**src/hw/rtl/sensor_min_max_calibrate_normalize_defines.svh**
```systemverilog
`ifndef SENSOR_MIN_MAX_CALIBRATE_NORMALIZE_DEFINES_SVH
`define SENSOR_MIN_MAX_CALIBRATE_NORMALIZE_DEFINES_SVH

// Property checked on every clock edge outside reset.
`define SMM_ASSERT(lbl, prop, msg) \
   lbl: assert property (@(posedge clock) disable iff (reset) prop) else $error(msg);

// Property checked on every clock edge, reset included.
`define SMM_ASSERT_ALWAYS(lbl, prop, msg) \
   lbl: assert property (@(posedge clock) prop) else $error(msg);

`endif

```
**src/hw/rtl/smm_pkg.sv**
```systemverilog
`default_nettype none

package smm_pkg;

   typedef enum logic [1:0] {
      OP_CLEAR     = 2'd0,
      OP_CALIBRATE = 2'd1,
      OP_NORMALIZE = 2'd2,
      OP_LOAD      = 2'd3
   } smm_op_type;

   typedef enum logic [2:0] {
      ST_IDLE,
      ST_UPDATE,
      ST_LOOKUP,
      ST_DIVIDE,
      ST_RESPOND
   } smm_state_type;

   typedef struct packed {
      logic capture;
      logic update;
      logic lookup;
      logic div_step;
   } smm_cmd_type;

   typedef struct packed {
      logic div_needed;
      logic div_last;
   } smm_stat_type;

   localparam int unsigned SAMPLE_W = 12;
   localparam int unsigned NORM_W   = 13;
   localparam int unsigned INDEX_W  = 4;
   localparam int unsigned STEP_W   = 4;

   localparam logic [SAMPLE_W-1:0] FULL_SCALE = 12'hFFF;
   localparam logic [NORM_W-1:0]   ONE_Q12    = 13'h1000;
   localparam logic [STEP_W-1:0]   DIV_LAST   = 4'd11;

endpackage

`default_nettype wire

```
**src/hw/rtl/smm_datapath.sv**
```systemverilog
`default_nettype none

`include "sensor_min_max_calibrate_normalize_defines.svh"

module smm_datapath #(
   parameter int unsigned SENSOR_COUNT = 8
) (
   input  wire logic                          clock,
   input  wire logic                          reset,
   input  wire smm_pkg::smm_cmd_type          cmd,
   output smm_pkg::smm_stat_type              stat,
   input  wire logic [1:0]                    req_op,
   input  wire logic [smm_pkg::INDEX_W-1:0]   req_sensor_index,
   input  wire logic [smm_pkg::SAMPLE_W-1:0]  req_sample,
   input  wire logic [smm_pkg::SAMPLE_W-1:0]  req_load_low,
   input  wire logic [smm_pkg::SAMPLE_W-1:0]  req_load_high,
   output logic [smm_pkg::NORM_W-1:0]         norm_value,
   output logic [smm_pkg::SAMPLE_W-1:0]       low_bound,
   output logic [smm_pkg::SAMPLE_W-1:0]       high_bound,
   output logic [smm_pkg::SAMPLE_W-1:0]       midpoint,
   output logic                               calibrated,
   output logic                               bad_sensor
);

   localparam int unsigned IDX_W = (SENSOR_COUNT > 1) ? $clog2(SENSOR_COUNT) : 1;

   smm_pkg::smm_op_type                op_ff;
   logic [smm_pkg::INDEX_W-1:0]        idx_ff;
   logic [smm_pkg::SAMPLE_W-1:0]       sample_ff;
   logic [smm_pkg::SAMPLE_W-1:0]       ld_lo_ff;
   logic [smm_pkg::SAMPLE_W-1:0]       ld_hi_ff;

   logic [smm_pkg::SAMPLE_W-1:0]       min_ff [SENSOR_COUNT];
   logic [smm_pkg::SAMPLE_W-1:0]       max_ff [SENSOR_COUNT];

   logic [smm_pkg::NORM_W-1:0]         norm_ff;
   logic [smm_pkg::SAMPLE_W-1:0]       lo_ff;
   logic [smm_pkg::SAMPLE_W-1:0]       hi_ff;
   logic [smm_pkg::SAMPLE_W-1:0]       mid_ff;
   logic                               cal_ff;
   logic                               bad_ff;
   logic [smm_pkg::SAMPLE_W-1:0]       rem_ff;
   logic [smm_pkg::SAMPLE_W-1:0]       den_ff;
   logic [smm_pkg::STEP_W-1:0]         step_ff;

   logic                               valid_c;
   logic [IDX_W-1:0]                   sel_c;
   logic [smm_pkg::SAMPLE_W-1:0]       rd_min_c;
   logic [smm_pkg::SAMPLE_W-1:0]       rd_max_c;
   logic                               cal_c;
   logic [smm_pkg::SAMPLE_W-1:0]       lo_c;
   logic [smm_pkg::SAMPLE_W-1:0]       hi_c;
   logic [smm_pkg::SAMPLE_W:0]         sum_c;
   logic                               is_norm_c;
   logic                               sat_c;
   logic                               div_needed_c;
   logic [smm_pkg::SAMPLE_W:0]         rem_sh_c;
   logic                               fits_c;
   logic [smm_pkg::SAMPLE_W:0]         rem_diff_c;

   always_comb begin
      valid_c  = {1'b0, idx_ff} < (smm_pkg::INDEX_W + 1)'(SENSOR_COUNT);
      sel_c    = idx_ff[IDX_W-1:0];
      rd_min_c = min_ff[sel_c];
      rd_max_c = max_ff[sel_c];
      cal_c    = valid_c && (rd_max_c > rd_min_c);
      lo_c     = cal_c ? rd_min_c : '0;
      hi_c     = cal_c ? rd_max_c : smm_pkg::FULL_SCALE;
      sum_c    = {1'b0, lo_c} + {1'b0, hi_c};
      // An uncalibrated sensor is scaled against the full converter range.
      is_norm_c    = (op_ff == smm_pkg::OP_NORMALIZE) && valid_c;
      sat_c        = is_norm_c && (sample_ff >= hi_c);
      div_needed_c = is_norm_c && (sample_ff > lo_c) && (sample_ff < hi_c);
      rem_sh_c   = {rem_ff, 1'b0};
      fits_c     = rem_sh_c >= {1'b0, den_ff};
      rem_diff_c = rem_sh_c - {1'b0, den_ff};
      stat.div_needed = div_needed_c;
      stat.div_last   = step_ff == smm_pkg::DIV_LAST;
   end

   always_ff @(posedge clock) begin
      if (cmd.capture) begin
         op_ff     <= smm_pkg::smm_op_type'(req_op);
         idx_ff    <= req_sensor_index;
         sample_ff <= req_sample;
         ld_lo_ff  <= req_load_low;
         ld_hi_ff  <= req_load_high;
      end
   end

   always_ff @(posedge clock) begin
      if (reset) begin
         for (int i = 0; i < SENSOR_COUNT; i++) begin
            min_ff[i] <= '0;
            max_ff[i] <= smm_pkg::FULL_SCALE;
         end
      end else if (cmd.update) begin
         for (int i = 0; i < SENSOR_COUNT; i++) begin
            if (op_ff == smm_pkg::OP_CLEAR) begin
               min_ff[i] <= smm_pkg::FULL_SCALE;
               max_ff[i] <= '0;
            end else if (valid_c && (sel_c == IDX_W'(i))) begin
               if (op_ff == smm_pkg::OP_CALIBRATE) begin
                  if (sample_ff < min_ff[i]) begin
                     min_ff[i] <= sample_ff;
                  end
                  if (sample_ff > max_ff[i]) begin
                     max_ff[i] <= sample_ff;
                  end
               end else if (op_ff == smm_pkg::OP_LOAD) begin
                  min_ff[i] <= ld_lo_ff;
                  max_ff[i] <= ld_hi_ff;
               end
            end
         end
      end
   end

   always_ff @(posedge clock) begin
      if (reset) begin
         norm_ff <= '0;
         cal_ff  <= 1'b0;
         bad_ff  <= 1'b0;
      end else if (cmd.lookup) begin
         norm_ff <= sat_c ? smm_pkg::ONE_Q12 : '0;
         cal_ff  <= cal_c;
         bad_ff  <= !valid_c;
      end else if (cmd.div_step) begin
         norm_ff <= {norm_ff[smm_pkg::NORM_W-2:0], fits_c};
      end
   end

   always_ff @(posedge clock) begin
      if (cmd.lookup) begin
         lo_ff   <= lo_c;
         hi_ff   <= hi_c;
         mid_ff  <= sum_c[smm_pkg::SAMPLE_W:1];
         rem_ff  <= sample_ff - lo_c;
         den_ff  <= hi_c - lo_c;
         step_ff <= '0;
      end else if (cmd.div_step) begin
         rem_ff  <= fits_c ? rem_diff_c[smm_pkg::SAMPLE_W-1:0]
                           : rem_sh_c[smm_pkg::SAMPLE_W-1:0];
         step_ff <= step_ff + 1'b1;
      end
   end

   assign norm_value = norm_ff;
   assign low_bound  = lo_ff;
   assign high_bound = hi_ff;
   assign midpoint   = mid_ff;
   assign calibrated = cal_ff;
   assign bad_sensor = bad_ff;

   // The partial remainder must stay below the divisor for the quotient to fit.
   `SMM_ASSERT(a_rem_below_den, cmd.div_step |-> (rem_ff < den_ff), "remainder not below divisor")
   `SMM_ASSERT(a_norm_range, norm_ff <= smm_pkg::ONE_Q12, "normalised value above one")
   `SMM_ASSERT(a_bad_reports, (bad_ff && !cmd.div_step) |-> (!cal_ff && norm_ff == '0), "bad sensor beat reports calibration")

endmodule

`default_nettype wire

```
**src/hw/rtl/smm_controller.sv**
```systemverilog
`default_nettype none

`include "sensor_min_max_calibrate_normalize_defines.svh"

module smm_controller (
   input  wire logic                  clock,
   input  wire logic                  reset,
   input  wire logic                  start,
   input  wire smm_pkg::smm_stat_type stat,
   output smm_pkg::smm_cmd_type       cmd,
   output logic                       busy,
   output logic                       rsp_valid
);

   smm_pkg::smm_state_type state_ff;
   smm_pkg::smm_state_type state_in;

   always_comb begin
      state_in = state_ff;
      case (state_ff)
         smm_pkg::ST_IDLE: begin
            if (start) begin
               state_in = smm_pkg::ST_UPDATE;
            end
         end
         smm_pkg::ST_UPDATE: begin
            state_in = smm_pkg::ST_LOOKUP;
         end
         smm_pkg::ST_LOOKUP: begin
            state_in = stat.div_needed ? smm_pkg::ST_DIVIDE : smm_pkg::ST_RESPOND;
         end
         smm_pkg::ST_DIVIDE: begin
            if (stat.div_last) begin
               state_in = smm_pkg::ST_RESPOND;
            end
         end
         smm_pkg::ST_RESPOND: begin
            state_in = smm_pkg::ST_IDLE;
         end
         default: begin
            state_in = smm_pkg::ST_IDLE;
         end
      endcase
   end

   always_comb begin
      cmd       = '0;
      busy      = 1'b1;
      rsp_valid = 1'b0;
      case (state_ff)
         smm_pkg::ST_IDLE: begin
            busy        = 1'b0;
            cmd.capture = start;
         end
         smm_pkg::ST_UPDATE: begin
            cmd.update = 1'b1;
         end
         smm_pkg::ST_LOOKUP: begin
            cmd.lookup = 1'b1;
         end
         smm_pkg::ST_DIVIDE: begin
            cmd.div_step = 1'b1;
         end
         smm_pkg::ST_RESPOND: begin
            rsp_valid = 1'b1;
         end
         default: begin
            busy = 1'b1;
         end
      endcase
   end

   always_ff @(posedge clock) begin
      if (reset) begin
         state_ff <= smm_pkg::ST_IDLE;
      end else begin
         state_ff <= state_in;
      end
   end

   `SMM_ASSERT(a_accept_updates, (start && !busy) |=> (state_ff == smm_pkg::ST_UPDATE), "accepted beat not updating")
   `SMM_ASSERT(a_single_strobe, rsp_valid |=> (!rsp_valid && !busy), "result strobe longer than one cycle")
   `SMM_ASSERT(a_strobe_busy, rsp_valid |-> busy, "result strobe while idle")
   `SMM_ASSERT_ALWAYS(a_reset_idle, reset |=> !busy, "busy after reset")

endmodule

`default_nettype wire

```
**src/hw/rtl/sensor_min_max_calibrate_normalize.sv**
```systemverilog
// A result is strobed once its beat has passed the table update and lookup states and, when a
// normalise needs a division, 12 divider steps; the strobe state follows.
// A new beat can be accepted the cycle after the strobe and not while one is in flight,
// since the one-bit-per-cycle restoring divider is shared by all beats.
// Synchronous active-high reset returns to idle with every minimum 0 and maximum 4095.
// The receiver cannot stall; rsp_valid marks each result for one cycle only.
`default_nettype none

module sensor_min_max_calibrate_normalize #(
   parameter int unsigned SENSOR_COUNT = 8
) (
   input  wire logic                          clock,
   input  wire logic                          reset,
   input  wire logic                          start,
   output logic                               busy,
   input  wire logic [1:0]                    req_op,
   input  wire logic [smm_pkg::INDEX_W-1:0]   req_sensor_index,
   input  wire logic [smm_pkg::SAMPLE_W-1:0]  req_sample,
   input  wire logic [smm_pkg::SAMPLE_W-1:0]  req_load_low,
   input  wire logic [smm_pkg::SAMPLE_W-1:0]  req_load_high,
   output logic                               rsp_valid,
   output logic [smm_pkg::NORM_W-1:0]         rsp_norm_value,
   output logic [smm_pkg::SAMPLE_W-1:0]       rsp_low_bound,
   output logic [smm_pkg::SAMPLE_W-1:0]       rsp_high_bound,
   output logic [smm_pkg::SAMPLE_W-1:0]       rsp_midpoint,
   output logic                               rsp_calibrated,
   output logic                               rsp_bad_sensor
);

   smm_pkg::smm_cmd_type  cmd;
   smm_pkg::smm_stat_type stat;

   smm_controller u_controller (
      .clock     (clock),
      .reset     (reset),
      .start     (start),
      .stat      (stat),
      .cmd       (cmd),
      .busy      (busy),
      .rsp_valid (rsp_valid)
   );

   smm_datapath #(
      .SENSOR_COUNT (SENSOR_COUNT)
   ) u_datapath (
      .clock            (clock),
      .reset            (reset),
      .cmd              (cmd),
      .stat             (stat),
      .req_op           (req_op),
      .req_sensor_index (req_sensor_index),
      .req_sample       (req_sample),
      .req_load_low     (req_load_low),
      .req_load_high    (req_load_high),
      .norm_value       (rsp_norm_value),
      .low_bound        (rsp_low_bound),
      .high_bound       (rsp_high_bound),
      .midpoint         (rsp_midpoint),
      .calibrated       (rsp_calibrated),
      .bad_sensor       (rsp_bad_sensor)
   );

endmodule

`default_nettype wire

```
**config.mk**
```make
export PLATFORM = sky130hd
export DESIGN_NAME = sensor_min_max_calibrate_normalize
export DESIGN_NICKNAME = d
export VERILOG_FILES = /design/src/hw/rtl/smm_pkg.sv /design/src/hw/rtl/smm_datapath.sv /design/src/hw/rtl/smm_controller.sv /design/src/hw/rtl/sensor_min_max_calibrate_normalize.sv
export VERILOG_INCLUDE_DIRS = /design/src /design/src/hw/rtl
export SDC_FILE = /design/constraint.sdc
export NUM_CORES = 1
export LEC_CHECK = 0
export ABC_AREA = 1
export ABC_CLOCK_PERIOD_IN_PS = 7850
export BUFFER_PORTS_ARGS = -buffer_cell sky130_fd_sc_hd__buf_2
export CAP_MARGIN = 30
export CORE_MARGIN = 2
export CORE_UTILIZATION = 40
export DETAILED_ROUTE_END_ITERATION = 7
export GPL_TIMING_DRIVEN = 0
export PLACE_DENSITY_LB_ADDON = 0.08
export SYNTH_ARGS = -nofsm -noshare
export SYNTH_HDL_FRONTEND = slang
export SYNTH_HIERARCHICAL = 1
export SYNTH_SLANG_ARGS = --single-unit
```
**constraint.sdc**
```tcl
create_clock -name clock -period 7.85 [get_ports clock]
set_clock_uncertainty 0.15 [all_clocks]
set_input_delay 0.785 -clock clock [delete_from_list [all_inputs] [get_ports clock]]
set_output_delay 0.785 -clock clock [all_outputs]
set_load 0.05 [all_outputs]
```
# --- Word level (Yosys, flattened, before mapping) ---
# Memories as Yosys holds them, arrays and structs flattened. A register that Yosys moved wholly into a read port is not among the register bits.
# Index checks and enable logic that the tools add are counted.
totals:
  ff_bits: 124
  ram_bits: 192
  input_bits: 45
  wordCells: 356
  n_memories: 2
memory_table:
  columns: ["name", "depth", "width", "read_ports", "rd_ports_with_merged_regs", "wr", "line_no", "rtl"]
  rows:
  - ["u_datapath.max_ff", 8, 12, 9, 1, 8, "smm_datapath.sv:34", "logic [smm_pkg::SAMPLE_W-1:0] max_ff [SENSOR_COUNT];"]
  - ["u_datapath.min_ff", 8, 12, 9, 1, 8, "smm_datapath.sv:33", "logic [smm_pkg::SAMPLE_W-1:0] min_ff [SENSOR_COUNT];"]
classes:
  addsub: 5
  magnitude_cmp: 22
  eq_ne: 17
  muxes: 228
  n_bitwise: 48
  n_reduce_logical: 19
ops:
  columns: ["operator", "count"]
  rows:
  - ["12-bit 2-to-1 mux", 53]
  - ["1-bit 2-to-1 mux", 166]
  - ["12-bit > comparator", 10]
  - ["12-bit < comparator", 9]
  - ["1-bit bitwise OR", 48]
  - ["13-bit 2-to-1 mux", 3]
  - ["12-bit subtractor", 3]
  - ["3-bit == test, second input constant", 5]
  - ["3-bit 2-to-1 mux", 5]
  - ["12-bit by 12-bit adder with 13-bit output", 1]
  - ["13-bit by 12-bit >= comparator with 1-bit output", 1]
  - ["1-bit logical AND", 13]
  - ["3-bit by 2-bit == test with 1-bit output, second input constant", 4]
  - ["12-bit >= comparator", 1]
  - ["3-bit case mux with 4 select lines", 1]
  - ["3-bit by 1-bit == test with 1-bit output, second input constant", 2]
  - ["3-bit zero test", 2]
  - ["4-bit by 1-bit adder with 4-bit output, second input constant", 1]
  - ["2-bit == test, second input constant", 2]
  - ["4-bit == test, second input constant", 1]
  - ["4-bit < comparator, second input constant", 1]
  - ["2-bit != test, second input constant", 2]
  - ["2-bit by 1-bit == test with 1-bit output, second input constant", 1]
  - ["2-bit zero test", 1]
  - ["other kinds (3)", 3]

# --- Depth between registers and ports, before layout ---
# An unclocked memory read counts as a cell.
depth:
  depth_word: 11
  depth_mapped: 33
  mapped_depth_nobuf: 28

# --- Modules after synthesis ---
# Netlist, hierarchy kept.
by_module_without_submodules:
  columns: ["mod", "n_inst", "cells_per_inst", "area_each_um2", "seq_area_each_um2"]
  rows:
  - ["smm_datapath", 1, 3011, 23445.0, 9268.9]
  - ["smm_controller", 1, 36, 214.0, 60.1]

# --- Worst setup path after synthesis ---
# OpenSTA, ideal clock, no wires.
synth_path:
  path_kind: "register -> register"
  start: "register (tool-made name)"
  end: "register u_datapath.mid_ff (netlist bit u_datapath/midpoint[8]), data pin"
  setup_time_ps: 253
  arrival_ps: 3786
  required_time_ps: 7447
  setup_slack_ps: 3661
  path_stages_with_launch: 29
  n_path_buf: 4
  period_less_slack_ps: 4189
  path_cell_list: "dfxtp_1 -> clkbuf_2 -> inv_1 -> buf_2 -> buf_2 -> a21oi_1 -> o21ai_0 -> nand2_1 -> nand2_1 -> o21ai_0 -> inv_1 -> ha_1 -> nand4_1 -> nor3_1 -> nand2_1 -> o211ai_1 -> nand2_1 -> buf_2 -> nor2_1 -> inv_1 -> ha_1 -> nor2_1 -> nand2_1 -> nand2_1 -> a21boi_0 -> o21ai_0 -> nand2_1 -> nand3_1 -> nand2_1"
synth_lines:
  columns: ["element", "line_no", "rtl"]
  rows:
  - ["to (signal assigned)", "smm_datapath.sv:137", "mid_ff <= sum_c[smm_pkg::SAMPLE_W:1];"]
  - ["to (decl)", "smm_datapath.sv:39", "logic [smm_pkg::SAMPLE_W-1:0] mid_ff;"]

==> summary.md <==
| Metric | Value |
|---|---|
| Crit. End Element | register |
| Hold Startpoint | req_sample[4] |
| Residual DRC | 0 |
| CP required | 8210 ps |
| Final nets | 3,518 |
| Pint | approximately 4.2 mW |
| Largest net degree at the start of global routing | 44 |
| Port Buffer Count | 97 |
| Yosys cell types | between 50 and 60 |
| Syn Nets | around 3,400 |
| Post-Syn Instances | 3,047 |
| CTS root buf | clkbuf_16 |
| Worst-path clk slew | 60 ps |
| Die area | approximately 0.061 mm^2 |
| Crit share post-route | 0.815 |
| Register bit total from synthesis | approximately 320 |
| Sequential power share | 0.317 |
| # IOs | 98 |
| Antenna violations before repair | 1 |
| Placed insts | 3,946 |
| Setup Buffers After CTS | 0 |
| GRT overflow | 0 |
| Slew Viols, Final | 0 |
| Max Clk Rate | ~0.16 GHz |
| # hold bufs at CTS | 0 |
| Initial Util | 0.402 |
| Die height | 247 um |
| Cell area after synthesis | approximately 0.024 mm^2 |
| Layout cells sized above 1 | 0.0864 |
| CTS Buf Count | 38 |
| Reg-to-Reg End | u_controller/state_ff[0] |
| Crit path top cell by count | inv_1 |
| Seq/Total Area, Yosys | 0.394 |
| Hold/Removal Path Class | primary input to register |
| Run status | complete, no violations |
| Setup TNS | 0 ps |
| Dominant cell type by area after synthesis | edfxtp_1 |
| Worst EP arrival | about 6800 ps |
| Share of total power in the clock network | 0.244 |
| Deepest clock path buffer count | 3 |
| # setup viols final | 0 |
| Syn avg cell area | approximately 7.8 um^2 |
| Slowest stage delay, CP | 610 ps |
| Worst reg2reg path depth | 28 |
| Static Leak | 12.7 nW |
| Hold path depth | 1 |
| Tmin final | around 6400 ps |
| Hold endpoint | u_datapath/sample_ff[4] |
| Number of global-route vias before repair | approximately 21,000 |
| Clock sink count | between 300 and 400 |
| # resized after CTS | 0 |
| Avg WL per Cell | 22.9 um |
| Switching Fraction | 0.429 |
| Rows | between 80 and 90 |
| Combinational fraction of design power | 0.438 |
| Pwr Total | approximately 7.3 mW |
| Die W | roughly 250 um |
| Unrepaired setup endpoints after global routing | false |
| Clk Latency, worst-skew pair | ~580 ps |
| Fillers | 5,889 |
| Vias | around 22,000 |
| DR vias/cell | roughly 5.5 |
| Top cells by area, synth | edfxtp_1 (37%), ha_1 (14%), nand2_1 (10%) |
| H-tree depth | 2 |
| Non-Filler Instances | around 4,000 |
| R2r setup slk | roughly 1500 ps |
| First-pass GRT wire length | 131,000 um |
| IR drop worst, VDD | 0.189 mV |
| Max Cap Viol | 0 |
| Max-slew headroom | 0.229 |
| Starting DRT DRC Count | about 2,100 |
| Setup crit start kind | register |
| Slew @ Worst Pin | ~1200 ps |
| Hpwl dp | roughly 71,000 um |
| Total GRT Usage | 0.298 |
| Final Wtd Congestion | roughly 1.0 |
| Psw | approximately 3.1 mW |
| TritonRoute pass-1 iters | 6 |
| CORE AREA | ~0.06 mm^2 |
| Yosys warning count | 6 |
| Power density cells | 269 mW/mm^2 |
| Final Hold Vio Count | 0 |
| Post-route ant nets | 0 |
| Yosys top cell area share | 0.373 |
| CP Max Fanout | 10 |
| CP max stage cell | dfxtp_1 |
| Final wirelength | 91,800 um |
| Layout area overhead | 14.2% |
| Crit Path Category | register to register |
| CTS tree | built |
==> how the worst max path moves through the flow <==
stage | end | slack (ps) | startpoint
floorplan | u_datapath/midpoint[8] | 3660 | register
global placement | u_controller/state_ff[0] | 1430 | register
detailed placement | u_datapath/midpoint[8] | 1460 | register
CTS | u_datapath/midpoint[8] | 1460 | register
global route | u_controller/state_ff[0] | 1110 | register
finish | u_controller/state_ff[0] | 1450 | register
==> worst max-delay path, delay by kind of cell, from the launching register on <==
family | cells | cell delay, ps
buffers and inverters | 9 | 1560
DFF | 1 | 610
and+or+nand+nor | 10 | 1740
adders and majority gates | 2 | 680
AOI/OAI and AO/OA | 7 | 1610
==> routing by layer <==
metal	GRT usage	part of all wire	vias up	wire length (um)
li1	-	-	10488	-
met1	0.386	0.42	10335	38400
met2	0.485	0.46	894	41900
met3	0.0405	0.067	217	6190
met4	0.154	0.058	0	5340
met5	0	0	-	0
==> power by group through the flow <==
stage / sequential [mW] / combinational, mW / clock, mW
finish: 2.31 / 3.19 / 1.78
floorplan: 2.37 / 1.90 / 0
detailed placement: 2.34 / 3.15 / 0
global placement: 2.44 / 2.89 / 0
CTS: 2.30 / 3.17 / 1.81
global route: 2.32 / 3.53 / 1.87
==> Yosys cell counts, drive strengths merged <==
cell       n
a31oi     14
o21a      10
o211ai    11
nor4       3
o2111ai    1
dfxtp     25
a21boi     3
o211a      2
nand3    262
and2       2
nand4     29
inv      492
a22o       1
buf       65
nor2     261
o21ai    243
o221ai     1
or2        4
a211oi     9
ha       256
o21bai    16
a21oi    240
fa         4
xnor2      6
a21o       8
o22ai      2
clkbuf    63
and3       1
a221oi     2
xor2      23
nand3b    12
clkinv     1
nor3      27
a31o       2
nand2    652
edfxtp   294
==> placed cells by master (no fill, tap or decap), drive strengths merged, types with 23 or more instances in the layout <==
cell      n
o21ai   243
nor3     27
a21oi   240
xor2     23
buf     191
nand4    29
nor2    261
ha      256
nand3   262
nand2   652
dfxtp    25
clkbuf  113
inv     494
edfxtp  294
==> final cells by class <==
type / instances / area, um^2 / area share
Buffer: 128 / 619 / 0.0229
Clock buffer: 50 / 1050 / 0.0389
Tap cell: 773 / 967 / 0.0358
Clock inverter: 18 / 166 / 0.00616
Multi-Input combinational cell: 2107 / 11900 / 0.439
Sequential cell: 319 / 9330 / 0.345
Antenna cell: 1 / 2.50 / 0.0000926
Timing Repair Buffer: 126 / 1160 / 0.0430
Inverter: 493 / 1850 / 0.0686
==> flip-flops by register name, summed over array words and instances, names as in the netlist, named ones only <==
name	cells
u_datapath/min_ff	96
u_datapath/ld_lo_ff	12
u_controller/state_ff	3
u_datapath/step_ff	4
u_datapath/low_bound	12
u_datapath/op_ff	2
u_datapath/ld_hi_ff	12
u_datapath/sample_ff	12
u_datapath/high_bound	12
u_datapath/calibrated	1
u_datapath/den_ff	12
u_datapath/bad_sensor	1
u_datapath/norm_value	13
u_datapath/max_ff	96
u_datapath/midpoint	12
u_datapath/rem_ff	12
u_datapath/idx_ff	4
==> cells by family after synthesis <==
| group | synth area share |
|---|---|
| xor gates and xnor gates | 0.0107 |
| and+or+nand+nor | 0.224 |
| DFF | 0.394 |
| buffers and inverters | 0.105 |
| adders and majority gates | 0.139 |
| AOI/OAI and AO/OA | 0.128 |
==> per-stage QoR <==
stage	instance area, um^2	setup slack, ps	hold slack [ps]	util
floorplan	23700	3660	317	-
global placement	25100	1430	319	0.427
detailed placement	25800	1460	328	0.439
CTS	27000	1460	219	0.460
global route	27000	1110	224	0.460
finish	27000	1450	244	0.460
Note: power is estimated with default switching activity, not from simulation.
